**config.mk**
```make
export PLATFORM = sky130hd
export DESIGN_NAME = sorted_list_insert_search
export DESIGN_NICKNAME = d
export VERILOG_FILES = /design/src/rtl/slis_pkg.sv /design/src/rtl/slis_ctrl.sv /design/src/rtl/slis_dp.sv /design/src/rtl/sorted_list_insert_search.sv
export SDC_FILE = /design/constraint.sdc
export NUM_CORES = 1
export LEC_CHECK = 0
export BUFFER_PORTS_ARGS = -buffer_cell sky130_fd_sc_hd__buf_2
export CORE_ASPECT_RATIO = 1.75
export CORE_UTILIZATION = 40
export DETAILED_ROUTE_END_ITERATION = 16
export PLACE_DENSITY = 0.59
export SLEW_MARGIN = 20
export SYNTH_ARGS = -nofsm -noshare
export SYNTH_HDL_FRONTEND = slang
export SYNTH_SLANG_ARGS = --single-unit
```
**constraint.sdc**
```tcl
create_clock -name aclk -period 13.1 [get_ports aclk]
set_clock_uncertainty 0.05 [all_clocks]
set_input_delay 0.655 -clock aclk [delete_from_list [all_inputs] [get_ports aclk]]
set_output_delay 0.655 -clock aclk [all_outputs]
set_load 0.03 [all_outputs]
```
**src/rtl/slis_pkg.sv**
```systemverilog
// ----------------------------------------------------------------------------
// slis_pkg
// Shared types and codes for the sorted list with insert and search.
// ----------------------------------------------------------------------------
package slis_pkg;

    localparam int SLIS_CAPACITY = 16;

    localparam logic [1:0] CMD_INSERT = 2'd0;
    localparam logic [1:0] CMD_SEARCH = 2'd1;
    localparam logic [1:0] CMD_CLEAR  = 2'd2;

    typedef struct packed {
        logic [1:0]         cmd;
        logic signed [31:0] value;
    } slis_in_t;

    typedef struct packed {
        logic       status;
        logic       found;
        logic [3:0] position;
        logic [4:0] count;
    } slis_out_t;

    typedef struct packed {
        logic load_in;
        logic init_shift;
        logic idx_inc;
        logic rd_scan;
        logic rd_shift;
        logic wr_shift;
        logic jdx_dec;
        logic wr_value;
        logic cnt_inc;
        logic cnt_clr;
        logic set_hit;
        logic set_full;
        logic set_slot;
        logic load_out;
    } slis_cmd_t;

    typedef struct packed {
        logic [1:0] cmd;
        logic       full;
        logic       idx_at_count;
        logic       less;
        logic       eq;
        logic       shift_done;
        logic       out_busy;
    } slis_stat_t;

endpackage

```
**src/rtl/slis_ctrl.sv**
```systemverilog
// ----------------------------------------------------------------------------
// slis_ctrl
// Sequencer for scan, shift and write steps of one command at a time.
// ----------------------------------------------------------------------------
module slis_ctrl
    import slis_pkg::*;
(
    input  logic       aclk,
    input  logic       aresetn,
    input  logic       s_valid,
    output logic       s_ready,
    input  slis_stat_t stat,
    output slis_cmd_t  ctl
);

    localparam logic [2:0] ST_IDLE     = 3'd0;
    localparam logic [2:0] ST_DECODE   = 3'd1;
    localparam logic [2:0] ST_SCAN     = 3'd2;
    localparam logic [2:0] ST_SCAN_CMP = 3'd3;
    localparam logic [2:0] ST_SHIFT    = 3'd4;
    localparam logic [2:0] ST_SHIFT_WR = 3'd5;
    localparam logic [2:0] ST_WRITE    = 3'd6;
    localparam logic [2:0] ST_DONE     = 3'd7;

    logic [2:0] state_reg;
    logic [2:0] state_next;

    assign s_ready = (state_reg == ST_IDLE);

    always_comb begin
        state_next = state_reg;
        ctl        = '0;
        case (state_reg)
            ST_IDLE: begin
                if (s_valid) begin
                    ctl.load_in = 1'b1;
                    state_next  = ST_DECODE;
                end
            end
            ST_DECODE: begin
                case (stat.cmd)
                    CMD_INSERT: begin
                        if (stat.full) begin
                            ctl.set_full = 1'b1;
                            state_next   = ST_DONE;
                        end else begin
                            ctl.init_shift = 1'b1;
                            state_next     = ST_SCAN;
                        end
                    end
                    CMD_SEARCH: state_next = ST_SCAN;
                    CMD_CLEAR: begin
                        ctl.cnt_clr = 1'b1;
                        state_next  = ST_DONE;
                    end
                    default: state_next = ST_DONE;
                endcase
            end
            ST_SCAN: begin
                if (stat.idx_at_count) begin
                    state_next = (stat.cmd == CMD_INSERT) ? ST_SHIFT : ST_DONE;
                end else begin
                    ctl.rd_scan = 1'b1;
                    state_next  = ST_SCAN_CMP;
                end
            end
            ST_SCAN_CMP: begin
                if (stat.less) begin
                    ctl.idx_inc = 1'b1;
                    state_next  = ST_SCAN;
                end else if (stat.cmd == CMD_INSERT) begin
                    state_next = ST_SHIFT;
                end else begin
                    ctl.set_hit = stat.eq;
                    state_next  = ST_DONE;
                end
            end
            ST_SHIFT: begin
                if (stat.shift_done) begin
                    state_next = ST_WRITE;
                end else begin
                    ctl.rd_shift = 1'b1;
                    state_next   = ST_SHIFT_WR;
                end
            end
            ST_SHIFT_WR: begin
                ctl.wr_shift = 1'b1;
                ctl.jdx_dec  = 1'b1;
                state_next   = ST_SHIFT;
            end
            ST_WRITE: begin
                ctl.wr_value = 1'b1;
                ctl.cnt_inc  = 1'b1;
                ctl.set_slot = 1'b1;
                state_next   = ST_DONE;
            end
            ST_DONE: begin
                if (!stat.out_busy) begin
                    ctl.load_out = 1'b1;
                    state_next   = ST_IDLE;
                end
            end
            default: state_next = ST_IDLE;
        endcase
    end

    always_ff @(posedge aclk) begin
        if (!aresetn) begin
            state_reg <= ST_IDLE;
        end else begin
            state_reg <= state_next;
        end
    end

endmodule

```
**src/rtl/slis_dp.sv**
```systemverilog
// ----------------------------------------------------------------------------
// slis_dp
// Entry memory, scan and shift pointers, entry count and result register.
// ----------------------------------------------------------------------------
module slis_dp
    import slis_pkg::*;
#(
    parameter int CAPACITY = SLIS_CAPACITY
) (
    input  logic       aclk,
    input  logic       aresetn,
    input  slis_in_t   s_data,
    output logic       m_valid,
    input  logic       m_ready,
    output slis_out_t  m_data,
    input  slis_cmd_t  ctl,
    output slis_stat_t stat
);

    localparam int ADDR_W = (CAPACITY > 1) ? $clog2(CAPACITY) : 1;
    localparam int CNT_W  = $clog2(CAPACITY + 1);

    logic signed [31:0] mem [CAPACITY];
    logic signed [31:0] rdata_reg;
    logic signed [31:0] value_reg;
    logic [1:0]         cmd_reg;
    logic [CNT_W-1:0]   idx_reg;
    logic [CNT_W-1:0]   jdx_reg;
    logic [CNT_W-1:0]   jdx_m1;
    logic [CNT_W-1:0]   count_reg;
    logic               hit_reg;
    logic               full_reg;
    logic               slot_reg;
    logic               m_valid_reg;
    slis_out_t          out_reg;
    logic [CNT_W+3:0]   pos_ext;
    logic [CNT_W+4:0]   cnt_ext;
    logic               rd_en;
    logic [ADDR_W-1:0]  rd_addr;
    logic               wr_en;
    logic [ADDR_W-1:0]  wr_addr;
    logic signed [31:0] wr_data;

    assign jdx_m1  = jdx_reg - CNT_W'(1);
    assign rd_en   = ctl.rd_scan | ctl.rd_shift;
    assign rd_addr = ctl.rd_shift ? jdx_m1[ADDR_W-1:0] : idx_reg[ADDR_W-1:0];
    assign wr_en   = ctl.wr_shift | ctl.wr_value;
    assign wr_addr = ctl.wr_shift ? jdx_reg[ADDR_W-1:0] : idx_reg[ADDR_W-1:0];
    assign wr_data = ctl.wr_shift ? rdata_reg : value_reg;

    always_ff @(posedge aclk) begin
        if (wr_en) begin
            mem[wr_addr] <= wr_data;
        end
        if (rd_en) begin
            rdata_reg <= mem[rd_addr];
        end
    end

    always_ff @(posedge aclk) begin
        if (ctl.load_in) begin
            value_reg <= s_data.value;
            cmd_reg   <= s_data.cmd;
        end
    end

    always_ff @(posedge aclk) begin
        if (!aresetn) begin
            idx_reg   <= '0;
            jdx_reg   <= '0;
            count_reg <= '0;
            hit_reg   <= 1'b0;
            full_reg  <= 1'b0;
            slot_reg  <= 1'b0;
        end else begin
            if (ctl.load_in) begin
                idx_reg  <= '0;
                hit_reg  <= 1'b0;
                full_reg <= 1'b0;
                slot_reg <= 1'b0;
            end else if (ctl.idx_inc) begin
                idx_reg <= idx_reg + CNT_W'(1);
            end
            if (ctl.init_shift) begin
                jdx_reg <= count_reg;
            end else if (ctl.jdx_dec) begin
                jdx_reg <= jdx_m1;
            end
            if (ctl.cnt_clr) begin
                count_reg <= '0;
            end else if (ctl.cnt_inc) begin
                count_reg <= count_reg + CNT_W'(1);
            end
            if (ctl.set_hit) begin
                hit_reg <= 1'b1;
            end
            if (ctl.set_full) begin
                full_reg <= 1'b1;
            end
            if (ctl.set_slot) begin
                slot_reg <= 1'b1;
            end
        end
    end

    assign pos_ext = (hit_reg || slot_reg) ? {4'b0, idx_reg} : '0;
    assign cnt_ext = {5'b0, count_reg};

    always_ff @(posedge aclk) begin
        if (!aresetn) begin
            m_valid_reg <= 1'b0;
        end else if (ctl.load_out) begin
            m_valid_reg <= 1'b1;
        end else if (m_ready) begin
            m_valid_reg <= 1'b0;
        end
    end

    always_ff @(posedge aclk) begin
        if (ctl.load_out) begin
            out_reg.status   <= full_reg;
            out_reg.found    <= hit_reg;
            out_reg.position <= pos_ext[3:0];
            out_reg.count    <= cnt_ext[4:0];
        end
    end

    assign m_valid = m_valid_reg;
    assign m_data  = out_reg;

    assign stat.cmd          = cmd_reg;
    assign stat.full         = (count_reg == CNT_W'(CAPACITY));
    assign stat.idx_at_count = (idx_reg >= count_reg);
    assign stat.less         = (rdata_reg < value_reg);
    assign stat.eq           = (rdata_reg == value_reg);
    assign stat.shift_done   = (jdx_reg == idx_reg);
    assign stat.out_busy     = m_valid_reg && !m_ready;

    a_count_bound: assert property (@(posedge aclk) disable iff (!aresetn)
        count_reg <= CNT_W'(CAPACITY))
        else $error("entry count exceeds capacity");

    a_one_writer: assert property (@(posedge aclk) disable iff (!aresetn)
        !(ctl.wr_shift && ctl.wr_value))
        else $error("shift and value write in the same cycle");

    a_inc_not_full: assert property (@(posedge aclk) disable iff (!aresetn)
        ctl.cnt_inc |-> (count_reg < CNT_W'(CAPACITY)))
        else $error("insert into a full store");

    a_out_free: assert property (@(posedge aclk) disable iff (!aresetn)
        ctl.load_out |-> (!m_valid_reg || m_ready))
        else $error("result register overwritten while held");

    a_shift_bound: assert property (@(posedge aclk) disable iff (!aresetn)
        ctl.rd_shift |-> (jdx_reg > idx_reg))
        else $error("shift pointer passed insert slot");

endmodule

```
**src/rtl/sorted_list_insert_search.sv**
```systemverilog
// ----------------------------------------------------------------------------
// sorted_list_insert_search
// Bounded ascending store of signed 32-bit values with insert, search, clear.
// ----------------------------------------------------------------------------
// Commands arrive as beats on the s_ channel (cmd, value); each command gives
// exactly one result beat on the m_ channel (status, found, position, count).
// One command is worked on at a time, sequenced over a single-port entry
// memory with a registered read. A search scans the entries from the head,
// reading and comparing each one in turn until one is not below the value.
// An insert scans the same way, then shifts each entry at or after the insert
// slot up one place, one read and one write per entry from the tail down, and
// writes the value. An insert into a full store, a clear and an unused code go
// straight to the result.
// s_ready rises in the cycle after the result loads into the output register,
// even while that result still waits for m_ready, so the next command beat
// can be accepted before that result is taken. A stalled receiver holds the
// block in its final step once a second result is ready.
// Reset (aresetn low, synchronous) empties the store and drops any pending
// result; entry memory contents are not cleared and need no clearing pass.
// ----------------------------------------------------------------------------
module sorted_list_insert_search
    import slis_pkg::*;
#(
    parameter int CAPACITY = SLIS_CAPACITY
) (
    input  logic      aclk,
    input  logic      aresetn,
    input  logic      s_valid,
    output logic      s_ready,
    input  slis_in_t  s_data,
    output logic      m_valid,
    input  logic      m_ready,
    output slis_out_t m_data
);

    slis_cmd_t  ctl;
    slis_stat_t stat;

    slis_ctrl u_ctrl (
        .aclk    (aclk),
        .aresetn (aresetn),
        .s_valid (s_valid),
        .s_ready (s_ready),
        .stat    (stat),
        .ctl     (ctl)
    );

    slis_dp #(
        .CAPACITY (CAPACITY)
    ) u_dp (
        .aclk    (aclk),
        .aresetn (aresetn),
        .s_data  (s_data),
        .m_valid (m_valid),
        .m_ready (m_ready),
        .m_data  (m_data),
        .ctl     (ctl),
        .stat    (stat)
    );

endmodule

```
After elaboration in Yosys (flattened, before gate mapping)

Memory sizes are Yosys's and may differ from the RTL's. A register that Yosys moved wholly into a read port is not among the register bits.
Index checks and enable logic that the tools add are counted.

Bits in registers: 67
Bits in writable memories: 512
Output and inout port bits: 13
Memories kept: 1

Memories:

| memory   | depth | bits a word | read ports | clocked after Yosys merged registers in | wr ports | RTL line      | text |
|---|---|---|---|---|---|---|---|
| u_dp.mem | 16    | 32          | 1          | 1                                       | 1        | slis_dp.sv:23 | `logic signed [31:0] mem [CAPACITY];` |

Add/sub/neg operators: 3
Order comparisons: 2
Eq/ne operators: 14
Mux-type cells: 46
Bitwise gates (word level): 3
Reductions and logical operators: 13

Operators with widths:

| operator            | count |
|---|---|
| $eq 32x32->1        | 1 |
| $lt 32x32->1        | 1 |
| $mux 32             | 1 |
| $mux 1              | 30 |
| $pmux 3 s8          | 1 |
| $mux 3              | 5 |
| $eq 3x3->1 const B  | 4 |
| $add 5x1->5 const B | 2 |
| $mux 5              | 2 |
| $reduce_bool 2->1   | 5 |
| $mux 2              | 4 |
| $mux 4              | 2 |
| $eq 3x2->1 const B  | 2 |
| $pmux 3 s2          | 1 |
| $eq 5x5->1          | 1 |
| $eq 5x5->1 const B  | 1 |
| $ge 5x5->1          | 1 |
| $sub 5x1->5 const B | 1 |
| $ne 2x2->1 const B  | 2 |
| $reduce_or 2->1     | 2 |
| $eq 3x1->1 const B  | 1 |
| $logic_not 3->1     | 1 |
| $eq 2x1->1 const B  | 1 |
| $eq 2x2->1 const B  | 1 |
| other kinds (7)     | 8 |

Logic depth before layout (Yosys ltp)

Gate-level depths: netlist of the first run.

Depth in word-level cells: 5
Gate-level depth with buffers: 11

Hierarchy

A second synthesis of the first run with hierarchy kept.

Cells, all modules: 1525
Area, all modules: 25781.0 µm²

By module, submodules not included:

| module    | times used | cells each | area an instance (µm²) |
|---|---|---|---|
| slis_dp   | 1          | 1477       | 25429.4 |
| slis_ctrl | 1          | 48         | 351.6 |

Worst setup path before layout of the first run

No wires, ideal clock.

Path kind: register to register
From: register u_dp.idx_reg[0]
To: register u_dp.rdata_reg[0] (read register of u_dp.mem) (enable)
Arrival time: 3.830 ns
Required time: 12.580 ns
Setup slack: 8.750 ns
Stages on the path, launching flop included: 9
Path buffers: 1
Cell sequence: dfxtp_1 buf_2 inv_1 ha_1 nand2b_1 a21o_1 a21oi_1 o21ai_0 o31ai_1

Cells in the longest elaborated chain, start to end: 4
Elaborated cells between the ends (all ways): 8
Those cells by class: order compare (1); eq/ne (1); mux (5); bitwise (1)

RTL lines:

| element                                  | RTL line                         | text |
|---|---|---|
| start: declaration                       | slis_dp.sv:27                    | `logic [CNT_W-1:0] idx_reg;` |
| start signal: assignment                 | slis_dp.sv:82                    | `idx_reg <= idx_reg + CNT_W'(1);` |
| $ge 5x5->1 or $eq 5x5->1 (tied branches) | slis_dp.sv:133, slis_dp.sv:136   |  |
| $mux 1, on equally long branches         | slis_ctrl.sv:60, slis_ctrl.sv:79 |  |
| $mux 1                                   | slis_ctrl.sv:33                  | `case (state_reg)` |
| $or 1x1->1 (*)                           | slis_dp.sv:45                    | `assign rd_en = ctl.rd_scan \| ctl.rd_shift;` |
| net u_dp.rd_en                           | slis_dp.sv:38                    | `logic rd_en;` |
| end: declaration                         | slis_dp.sv:24                    | `logic signed [31:0] rdata_reg;` |

Mark *: on every way through the listed nets, which the timed path passes. The rest lies on a longest branch.
A chain may end at the register's enable or synchronous reset.

Worst setup path after layout of the first run

From: register u_ctrl.state_reg[2]
To: register u_dp.rdata_reg[5] (read register of u_dp.mem) (data pin)

Cells in the longest elaborated chain, start to end: 3
Elaborated cells between the ends (all ways): 6
Those cells by class: eq/ne (2); mux (3); bitwise (1)

RTL lines:

| element                                  | RTL line                     | text |
|---|---|---|
| start: declaration                       | slis_ctrl.sv:25              | `logic [2:0] state_reg;` |
| start signal: assignment                 | slis_ctrl.sv:111             | `state_reg <= state_next;` |
| $eq 3x3->1 or $eq 3x2->1 (tied branches) | slis_ctrl.sv:33              |  |
| $mux 1                                   | slis_ctrl.sv:33              |  |
| $mux 4 or $or 1x1->1 (tied branches)     | slis_dp.sv:46, slis_dp.sv:45 |  |

Parallel ways exist; a longest one is shown, timed or not.

==> impl_results.md, run 1 <==
* Status: finished, final reports clean
* Measured slew at the worst slew-check pin at 1130 ps
* Average wire per standard cell at 24.9 µm
* Area grow syn2layout at 11.4%
* Final worst-path cycle share at 34.5%
* Synth cell count leaders: edfxtp_1, nand3_1, o21ai_0
* Async set-reset flop share out of synthesis at 0%
* Initial DRC count at 1,353
* Synth top area cells: edfxtp_1, nand3_1, o21ai_0
* Place WS at 8690 ps
* CP required at 13,370 ps
* Vias in the first global route at 16,700
* Post-synth top area share at 68.8%
* Die H at 337 µm
* Row count at 122
* I/O Pins at 51
* Post-cts sizing count at 0
* Hold Vio Cnt, Final at 0
* Mapped cell area at 25,700 µm²
* Multi-input logic area at 6880 µm²
* Largest net degree at the start of global routing at 79
* Vias at 16,500
* Number of buffers created by CTS at 52
* Synth Register Bits at 611
* Detailed placer's ending HPWL at 37.0 mm
* Crit end category: register
* Critical Path Source Type: register
* TritonCTS clock tree: yes
* Reg clk slew, reported paths at 70 ps
* RSZ-0062 raised after global routing: false
* Total Wirelength at 69.2 mm
* Hold_buf cts at 0
* Pleak at 9.70 nW
* Crit-path max FO at 66
* RePlAce Congestion at 0.829
* Initial antenna violation count at 0
* Max-Cap Viols at 0
* Die area at 65,300 µm²
* Worst slew margin at 24.5%
* Remaining DRCs at 0
* Most common cell in the synthesized netlist: edfxtp_1
* Share of layout cells above drive strength 1 at 12.6%
* # setup viols final at 0
* Number of synthesized flops with an enable pin at 589
* Global-route wire length before repair at 103 mm
* Starting Density at 40.6%
* Final net count at 2,014
* Sequential share of the synthesized area at 70.5%
* Core area at 63,300 µm²
* CTS Sinks at 611
* Vias per cell at 5.94
* Synth unique cells at 62
* Post-Syn Instances at 1,907
* Total Routing Usage GR at 21.1%
* Post-CTS setup buffer count at 0
* Worst min path class: primary input to register
* Filler cells at 5,560
* TritonRoute pass-1 iters at 5
* Mean Syn Cell Area at 13.5 µm²
* Crit Path Class: register to register
* Max reg flops at 512
* Post-synth net total at 1,986
* Antenna Cells at 0
* Post-DRT Antenna Nets at 0
* PortBufs at 50
* Maximum VDD drop at 0.0963 mV
* PnR worst setup slack at 8570 ps
* YS warnings at 0
* H-tree levels at 2
* Die width at 194 µm
* Root buffer cell: clkbuf_16
* Worst skew pair latency at 610 ps
* Setup TNS Final at 0 ps
* CP Data Arrival Time at 4790 ps
* Slew Viols, Final at 0
* GRT overflow at 0
* Area leader, netlist: edfxtp_1
* Reg area at 18,100 µm²
* Period minus WS final at 4530 ps
* Top_reg_cell synth: edfxtp_1
* Clock Tree Buf Depth at 3
* Pwr dens at 182 nW/µm²
* Max Fclk at 221 MHz
[placed cells by master, fill, tap and decap left out, types with 6 or more instances in the layout]
cell type | netlist | final
a211oi_1 | 39 | 39
clkinv_1 | 0 | 9
buf_2 | 27 | 50
o211ai_2 | 8 | 8
o211ai_1 | 25 | 25
clkbuf_16 | 0 | 53
nor2_1 | 49 | 33
inv_1 | 56 | 55
a21oi_1 | 118 | 118
xnor2_1 | 8 | 8
edfxtp_1 | 589 | 589
clkinv_2 | 0 | 13
a22oi_1 | 32 | 32
nand2_1 | 159 | 157
nand4_1 | 9 | 9
nor2_4 | 0 | 16
nor3_1 | 11 | 11
a22o_1 | 31 | 31
a21o_1 | 6 | 6
buf_4 | 8 | 71
a211o_1 | 33 | 33
nand3_1 | 194 | 194
a311oi_1 | 63 | 63
ha_1 | 41 | 41
and3_1 | 37 | 36
dfxtp_1 | 22 | 22
o21ai_0 | 166 | 164
[layer usage]
metal	track usage, %	up-vias	routed length, µm
met4	9.72	0	2940
met3	2.07	155	3300
li1	-	7432	-
met1	23.7	8382	26000
met2	39.9	552	37000
met5	0	-	0
[kinds of logic (layout without fill, tap and decap cells)]
family	after synthesis	in the layout	share of synthesized area [%]
xor gates and xnor gates	13	13	0.443
muxes	10	10	0.497
adders and majority gates	41	41	2.00
DFF	611	611	70.5
buffers and inverters	203	270	3.53
AOI/OAI and AO/OA	546	546	14.1
and+or+nand+nor	483	483	8.89
[worst paths after layout]
kind / startpoint / endpoint / slack, ps / cells past startpoint
max reg2reg: u_ctrl.state_reg[2] / u_dp.rdata_reg[5] / 8570 / 8
min reg2reg: u_dp.full_reg / u_dp.m_data[10] / 400 / 0
max: u_ctrl.state_reg[2] / u_dp.rdata_reg[5] / 8570 / 8
min: s_data[30] / u_dp.value_reg[30] / 170 / 1
[layout make-up]
type / instances / area share (%)
inverter: 56 / 0.734
sequential: 611 / 63.3
clock buffer: 58 / 4.70
timing repair buffer: 121 / 2.74
tap: 806 / 3.52
multi-input combinational: 1093 / 24.0
clock inverter: 35 / 0.944
[where the power goes]
part	internal [mW]	leakage (nW)	switching, mW	total, mW
clock network	0.800	0.789	0.706	1.51
registers	2.42	5.51	0.0498	2.47
logic	0.379	3.40	0.859	1.24
total	3.60	9.70	1.62	5.22
[critical path, cell delays in order, from the launching register on]
cell and delay (ps):
dfxtp_1 670, nand3_1 350, a21oi_4 450, mux2i_4 660
buf_4 800, buf_4 630, a311oi_1 180, a22oi_1 230
o211ai_1 120
[through the flow]
step	instance area (µm²)	power, mW	cells	util (%)	hold WS (ps)
2_1_floorplan	25700	3.33	1907	-	359
3_3_place_gp	27000	3.72	2687	42.6	370
3_5_place_dp	27000	3.75	2687	42.6	372
4_1_cts	28600	5.24	2780	45.2	139
5_1_grt	28600	5.43	2780	45.2	147
6_report	28600	5.22	2780	45.2	169
Note: power is estimated with default switching activity, not from simulation.
==> run 2: changes to the inputs <==
clock period = 4.6 ns   (was 13.1 ns; I/O delays follow)
==> run 2 against run 1 <==
  * Core utilization grew 0.86 points
  * Highest routed layer unchanged
  * Critical path type unchanged
  * Register-to-register slack worse by 7800 ps
  * First-iteration DRC count up 9.8%
==> impl_results.md, run 2 (same netlist as run 1, synthesis figures left out) <==
* Detailed placer's ending HPWL at 37.6 mm (+1.5%)
* Area post-placement at 27,100 µm² (+0.31%)
* Filler cells at 5,474 (-1.5%)
* Die width at 194 µm (unchanged)
* Root buffer cell: clkbuf_16
* Reg clk slew, reported paths at 70 ps (about the same)
* TritonCTS clock tree: yes
* Start point of the worst hold path: s_data[27]
* Critical Path Source Type: register
* Average wire per standard cell at 25.0 µm (+0.41%)
* Most common cell after layout, fill and taps aside: edfxtp_1
* Final worst-path cycle share at 82.4% (+48 points)
* Max Fclk at 264 MHz (+19%)
* Hold Vio Cnt, Final at 0 (unchanged)
* Placed Cells incl. Taps at 2,682 (-0.19%)
* Row count at 122 (unchanged)
* Vias at 16,800 (+1.5%)
* PnR worst setup slack at 811 ps (-7760 ps)
* GRT overflow at 0 (unchanged)
* Vias per cell at 5.96 (+0.30%)
* Initial DRC count at 1,486 (+9.8%)
* Reg area at 18,100 µm² (unchanged)
* Clock Tree Buf Depth at 3 (unchanged)
* Max-Cap Viols at 0 (unchanged)
* Post-CTS setup buffer count at 0 (unchanged)
* Final instance area at 29,200 µm² (+1.9%)
* Crit end category: register
* Place WS at 741 ps (-7950 ps)
* Total Wirelength at 70.3 mm (+1.6%)
* Slew Viols, Final at 0 (unchanged)
* R2R setup slack at 810 ps (-7760 ps)
* Post-DRT Antenna Nets at 0 (unchanged)
* WHS Endpoint: u_dp.value_reg[27]
* Worst skew pair latency at 610 ps (about the same)
* Worst min path class: primary input to register
* Reg-to-Reg Start: u_dp.rdata_reg[7]
* # setup viols final at 0 (unchanged)
* Final Util at 46.1% (+0.86 points)
* Most frequent cells in the layout: edfxtp_1, nand3_1, nand2_1, o21ai_0, a21oi_1
* Post-cts sizing count at 0 (unchanged)
* Crit Path Class: register to register
* Pwr dens at 521 nW/µm² (+190%)
* Period minus WS final at 3790 ps (-736 ps)
* RePlAce Congestion at 0.807 (-2.7%)
* H-tree levels at 2 (unchanged)
* Measured slew at the worst slew-check pin at 1110 ps (-21.1 ps)
* Antenna Cells at 0 (unchanged)
* R2r endpoint: u_dp.idx_reg[4]
* Crit-path max FO at 9 (-86%)
* Die H at 337 µm (unchanged)
* Max reg flops at 512 (unchanged)
* WHS at 280 ps (+111 ps)
* Worst slew margin at 25.7% (+1.2 points)
* CTS Sinks at 611 (unchanged)
* Number of buffers created by CTS at 53 (+1.9%)
* Initial antenna violation count at 0 (unchanged)
* Largest net degree at the start of global routing at 128 (+62%)
* Starting Density at 40.6% (unchanged)
* PortBufs at 50 (unchanged)
* Worst Hold Depth at 2 (+1)
* Status: finished, final reports clean
* CP Data Arrival Time at 4230 ps (-560 ps)
* Core area at 63,300 µm² (unchanged)
* Pleak at 9.91 nW (+2.1%)
* Share of layout cells above drive strength 1 at 12.1% (-0.50 points)
* Total Routing Usage GR at 21.4% (+0.29 points)
* Total power at 15.2 mW (+190%)
* Maximum VDD drop at 0.272 mV (+180%)
* Reg2reg path depth at 8 (unchanged)
* Die area at 65,300 µm² (unchanged)
* Vias in the first global route at 16,800 (+0.73%)
* Multi-input logic area at 6890 µm² (about the same)
* I/O Pins at 51 (unchanged)
* Setup TNS Final at 0 ps (unchanged)
* Cell Count, Final, Fillers Out at 2,812 (+1.2%)
* Global-route wire length before repair at 105 mm (+1.8%)
* CP required at 5040 ps (-8330 ps)
* Remaining DRCs at 0 (unchanged)
* RSZ-0062 raised after global routing: false
* Area grow syn2layout at 13.5%
* Final net count at 2,047 (+1.6%)
* TritonRoute pass-1 iters at 7 (+2)
-- run 2: repair_timing --
| item | in CTS | in global routing |
|---|---|---|
| setup endpoints to repair | 0 | 0 |
| hold buffers | 37 | 0 |
| hold endpoints to repair | 42 | 0 |
-- run 2: report_power, final --
| part | internal, mW | total [mW] | switching [mW] |
|---|---|---|---|
| combinational | 1.11 | 3.66 | 2.55 |
| clock | 2.52 | 4.53 | 2.01 |
| sequential | 6.89 | 7.02 | 0.127 |
-- run 2: cell type report --
type                    count  share of cell area (%)
flip-flops and latches    611                    62.1
clock buffers              67                    4.87
repair buffers            153                    4.21
well taps                 806                    3.46
inverters                  56                   0.721
clock inverters            26                   0.991
multi-input cells        1093                    23.6
-- run 2: worst max path at each step --
stage | from | end | cells past startpoint
after detailed placement | u_dp.rdata_reg[7] | u_dp.idx_reg[4] | 8
after global routing | u_ctrl.state_reg[2] | u_dp.rdata_reg[11] | 7
after CTS | u_dp.rdata_reg[7] | u_dp.idx_reg[4] | 8
after global placement | u_dp.rdata_reg[7] | u_dp.idx_reg[4] | 8
after floorplan | u_dp.idx_reg[0] | u_dp.rdata_reg[0] | 8
final | u_dp.rdata_reg[7] | u_dp.idx_reg[4] | 8
-- run 2: critical path, cell delays in order, from the launching register on --
cell and delay (ps):
edfxtp_1 410, ha_1 330, a41oi_1 210, o21ai_0 230, a221oi_1 710, o211ai_1 380, a2111oi_2 970, nand4_1 230
mux2i_1 160
-- run 2: routing by layer --
layer / vias to the layer above / GRT usage (%) / part of all wire (%)
met2: 585 / 39.5 / 53
met4: 0 / 10.4 / 4.6
met5: - / 0 / 0
met1: 8516 / 24.4 / 38
met3: 157 / 2.52 / 5.2
li1: 7503 / - / -
